==> src/hw/rtl/tdp_pkg.sv <==
package tdp_pkg;

  // Width of the tested value.
  localparam int VALUE_BITS = 31;
  // Trial divisor: covers sqrt of the value plus headroom for the last step.
  localparam int DIV_BITS   = (VALUE_BITS + 1) / 2 + 2;
  // Running square of the divisor, with headroom for the 4d+4 update.
  localparam int SQ_BITS    = VALUE_BITS + 4;
  // Bit counter of the serial remainder unit.
  localparam int CNT_BITS   = $clog2(VALUE_BITS + 1);

  typedef logic [VALUE_BITS-1:0] value_t;
  typedef logic [DIV_BITS-1:0]   div_t;
  typedef logic [SQ_BITS-1:0]    sq_t;
  typedef logic [CNT_BITS-1:0]   cnt_t;

  typedef struct packed {
    logic start;
    div_t divisor;
  } rem_req_t;

  typedef struct packed {
    logic done;
    logic zero;
  } rem_stat_t;

endpackage

==> src/hw/rtl/tdp_rem.sv <==
// Bit-serial restoring remainder: one value bit per cycle, MSB first.
module tdp_rem (
  input  logic               clk,
  input  logic               rst_n,
  input  tdp_pkg::rem_req_t  req,
  input  tdp_pkg::value_t    value,
  output tdp_pkg::rem_stat_t stat
);

  tdp_pkg::value_t shift_r, shift_nxt;
  tdp_pkg::div_t   rem_r, rem_nxt;
  tdp_pkg::div_t   div_r;
  tdp_pkg::cnt_t   cnt_r, cnt_nxt;
  logic            busy_r, busy_nxt;
  logic            done_r, done_nxt;
  logic [tdp_pkg::DIV_BITS:0] trial;
  logic [tdp_pkg::DIV_BITS:0] diff;

  assign trial = {rem_r, shift_r[tdp_pkg::VALUE_BITS-1]};
  assign diff  = trial - {1'b0, div_r};

  always_comb begin
    shift_nxt = shift_r;
    rem_nxt   = rem_r;
    cnt_nxt   = cnt_r;
    busy_nxt  = busy_r;
    done_nxt  = 1'b0;
    if (req.start) begin
      shift_nxt = value;
      rem_nxt   = '0;
      cnt_nxt   = tdp_pkg::CNT_BITS'(tdp_pkg::VALUE_BITS);
      busy_nxt  = 1'b1;
    end else if (busy_r) begin
      shift_nxt = {shift_r[tdp_pkg::VALUE_BITS-2:0], 1'b0};
      if (trial >= {1'b0, div_r}) begin
        rem_nxt = diff[tdp_pkg::DIV_BITS-1:0];
      end else begin
        rem_nxt = trial[tdp_pkg::DIV_BITS-1:0];
      end
      cnt_nxt = cnt_r - tdp_pkg::CNT_BITS'(1);
      if (cnt_r == tdp_pkg::CNT_BITS'(1)) begin
        busy_nxt = 1'b0;
        done_nxt = 1'b1;
      end
    end
  end

  always_ff @(posedge clk) begin
    if (!rst_n) begin
      busy_r <= 1'b0;
      done_r <= 1'b0;
    end else begin
      busy_r <= busy_nxt;
      done_r <= done_nxt;
    end
    shift_r <= shift_nxt;
    rem_r   <= rem_nxt;
    cnt_r   <= cnt_nxt;
    if (req.start) begin
      div_r <= req.divisor;
    end
  end

  assign stat.done = done_r;
  assign stat.zero = (rem_r == '0);

endmodule

==> config.mk <==
export PLATFORM = sky130hd
export DESIGN_NAME = tdp_rem
export DESIGN_NICKNAME = d
export VERILOG_FILES = /design/src/hw/rtl/tdp_pkg.sv /design/src/hw/rtl/tdp_rem.sv
export SDC_FILE = /design/constraint.sdc
export NUM_CORES = 1
export LEC_CHECK = 0
export BUFFER_PORTS_ARGS = -buffer_cell sky130_fd_sc_hd__buf_2
export CAP_MARGIN = 30
export CORE_AREA = 2 2 85 87
export DETAILED_ROUTE_END_ITERATION = 8
export DIE_AREA = 0 0 87 89
export PLACE_DENSITY = 0.85
export SETUP_SLACK_MARGIN = 0.4
export SLEW_MARGIN = 20
export SYNTH_ARGS = -nofsm -noshare
export SYNTH_HDL_FRONTEND = slang
export SYNTH_SLANG_ARGS = --single-unit
==> constraint.sdc <==
create_clock -name clk -period 6 [get_ports clk]
set_input_delay 0 -clock clk [delete_from_list [all_inputs] [get_ports clk]]
set_output_delay 0 -clock clk [all_outputs]
set_load 0.005 [all_outputs]
==> results.py <==
metrics = {
    "outcome": {
        "status": "finished clean",
    },
    "synth": {
        "syn_nets": 423,
        "synth.yosys.warnings": 0,
        "synth_area_leaders": "edfxtp_1, dfxtp_1, mux2_2, ha_1, xnor2_1",
        "syn_inst": 350,
        "synth_flop_cell": "edfxtp_1",
        "synth_edf_count": 49,
        "ys_ff_latch": 74,
        "synthArstFlopShare_pct": 0,
        "seq_area_frac_synth_pct": 49.7,
        "yosysTopAreaCell": "edfxtp_1",
        "netlist.area_leader.share_pct": 37.1,
        "syn-cell-area_sq_um": 3970,
        "yosys.cell_types.count": 53,
        "postSynthAreaPerCell_sq_um": 11.3,
    },
    "sta": {
        "fin_crit_ns": 2.85,
        "tightest_slew_ns": 0.779,
        "grt_setup_unrepaired": "no",
        "setup_tns_ns": 0,
        "max_freq_mhz": 351,
        "report.final.slew_viol_count": 0,
        "hold_violations": 0,
        "worst_hold_slack_ns": 0.328,
        "setup_viol": 0,
        "period_share_pct": 47.5,
        "maxSlewHeadroom_pct": 48.0,
        "fin_worst_skew_ns": 0.0130,
        "fin_ws_ns": 3.15,
    },
    "power": {
        "p_leak_nw": 2.12,
        "power_density_nw_per_um2": 239,
        "peakVddDrop_mv": 0.168,
        "power_mw": 1.19,
    },
    "die": {
        "rows": 30,
        "num_io_pins": 54,
        "dieArea_sq_um": 7740,
        "start_util_pct": 59.0,
        "core-area_sq_um": 6720,
        "die_w_microns": 87,
        "die_y_microns": 89,
    },
    "cts": {
        "clk_path_buf_depth": 2,
        "cts_tree": "done",
        "clkTransAtPathRegs_ns": 0.08,
        "root_buffer": "clkbuf_8",
        "clkLatencyLatePin_ns": 0.36,
        "postCtsSetupRepairBufs": 0,
        "cts.sinks": 74,
        "htreeDepth": 3,
        "cts_buffers": 9,
    },
    "placed_design": {
        "place_ws_ns": 3.20,
        "gp_congestion": 0.945,
        "postPlaceCellArea_sq_um": 4280,
        "dp_hpwl_mm": 5.42,
        "portBuffers": 53,
        "dp_cells": 470,
    },
    "setup_path": {
        "critPathLaunchType": "register",
        "crit_path_max_fanout": 14,
        "cp.required_ns": 6.21,
        "worstSetupPathType": "reg2reg",
        "rrSetupSlack_ns": 3.15,
        "cp.arrival_ns": 3.06,
        "worstReg2RegStart": "div_r[1]",
        "end_kind": "register",
        "critPathCapture": "rem_r[5]",
        "cp-startpoint": "div_r[1]",
        "r2r_end": "rem_r[5]",
        "r2r_cells": 10,
    },
    "layout": {
        "drive_gt1_share_pct": 24.3,
        "diodes": 0,
        "finalNonFillerCells": 536,
        "final_util_pct": 74.2,
        "multi_input_area_sq_um": 1810,
        "nets": 524,
        "n_fill_cell": 435,
        "area_growth_pct": 25.7,
        "final_cell_mix": "buf_2, dlygate4sd3_1, edfxtp_1, mux2_2, inv_1",
        "regArea_sq_um": 1970,
        "fin_area_sq_um": 4980,
        "final_common_cell": "buf_2",
    },
    "routing": {
        "drtPass1Iterations": 4,
        "routedWlPerCell_microns": 16.4,
        "remaining_drc_errors": 0,
        "drtIter0Drc": 180,
        "vias_per_cell": 5.76,
        "num_vias": 3089,
        "wirelength_mm": 8.81,
        "ant_nets": 0,
    },
    "grt": {
        "grt_pass1_vias": 3060,
        "track_usage_pct": 23.5,
        "grt_start_max_net_pins": 62,
        "grt_antenna_before_repair": 0,
        "grt_pass1_wl_mm": 14.0,
        "grt.overflow.total": 0,
    },
    "hold_path": {
        "hold_class": "in2reg",
        "hold_start": "req[18]",
    },
    "run": {
        "drv_cap": 0,
    },
}
==> flip-flops by register name (all words and copies together) (netlist names) <==
signal   count
done_r       1
div_r       18
cnt_r        5
busy_r       1
rem_r       18
shift_r     31
==> synth_stat cells, drive strengths merged, types with 2 or more instances <==
master	instances
nand3	8
inv	26
mux2	30
nand2	24
o311ai	4
mux2i	9
ha	20
o21ai	14
and3	2
a21oi	21
a21o	5
buf	7
o21bai	2
a211oi	6
nor2b	3
and2	2
dfxtp	25
o31ai	7
a32oi	6
xnor2	12
xor2	6
o21a	3
nor3	4
nor2	14
nor4	4
edfxtp	49
nand2b	9
nand4	4
o2111ai	2
clkbuf	10
==> layer usage <==
metal  GRT usage (%)  share of wire, %
met5               0                 0
met4            8.66               1.8
met2            40.7                51
met1            28.5                41
met3            5.82               5.9
==> area by class of cell <==
| cell class | instances | share of cell area [%] |
|---|---|---|
| multi-input combinational | 233 | 36.2 |
| timing repair buffer | 107 | 16.1 |
| inverter | 26 | 1.96 |
| sequential | 74 | 39.6 |
| tap | 80 | 2.01 |
| clock buffer | 9 | 2.48 |
| clock inverter | 7 | 1.66 |
==> cells by family (layout without fill, tap and decap cells) <==
| logic type | count (synthesis) | in the layout | share of synthesized area (%) |
|---|---|---|---|
| adder cells (fa/ha/maj) | 21 | 21 | 6.82 |
| multiplexers | 39 | 39 | 10.8 |
| buffers and inverters | 43 | 149 | 4.92 |
| flip-flops | 74 | 74 | 49.7 |
| XOR/XNOR | 18 | 18 | 3.98 |
| AND/OR/NAND/NOR | 78 | 78 | 9.75 |
| AO/OA/AOI/OAI | 77 | 77 | 14.0 |
==> where the power goes <==
part	leakage [nW]	internal, mW	total (mW)	switching (mW)
Sequential	0.692	0.586	0.604	0.0181
Clock	0.0988	0.199	0.408	0.209
Combinational	1.33	0.0928	0.181	0.0884
==> worst max-delay path, cell delays in order, from the launching register on <==
cell	delay (ns)
edfxtp_1	0.41
inv_1	0.08
ha_1	0.23
nand2b_1	0.12
a211oi_2	0.11
o31ai_4	0.30
o211ai_2	0.13
a211oi_4	0.64
buf_4	0.35
mux2i_1	0.23
a211oi_1	0.09
==> how the worst min path moves through the flow <==
stage,cells past startpoint,to
after floorplan,0,div_r[0]
after CTS,2,div_r[11]
after global routing,2,div_r[15]
final,2,div_r[4]
after detailed placement,1,div_r[1]
after global placement,1,div_r[3]
==> what timing repair did <==
action | in CTS | in global routing
setup endpoints to repair | 0 | 0
endpoints found under the hold margin | 51 | 0
hold buffers | 50 | 0
gates resized for setup | 0 | 0
Note: power is estimated with default switching activity, not from simulation.
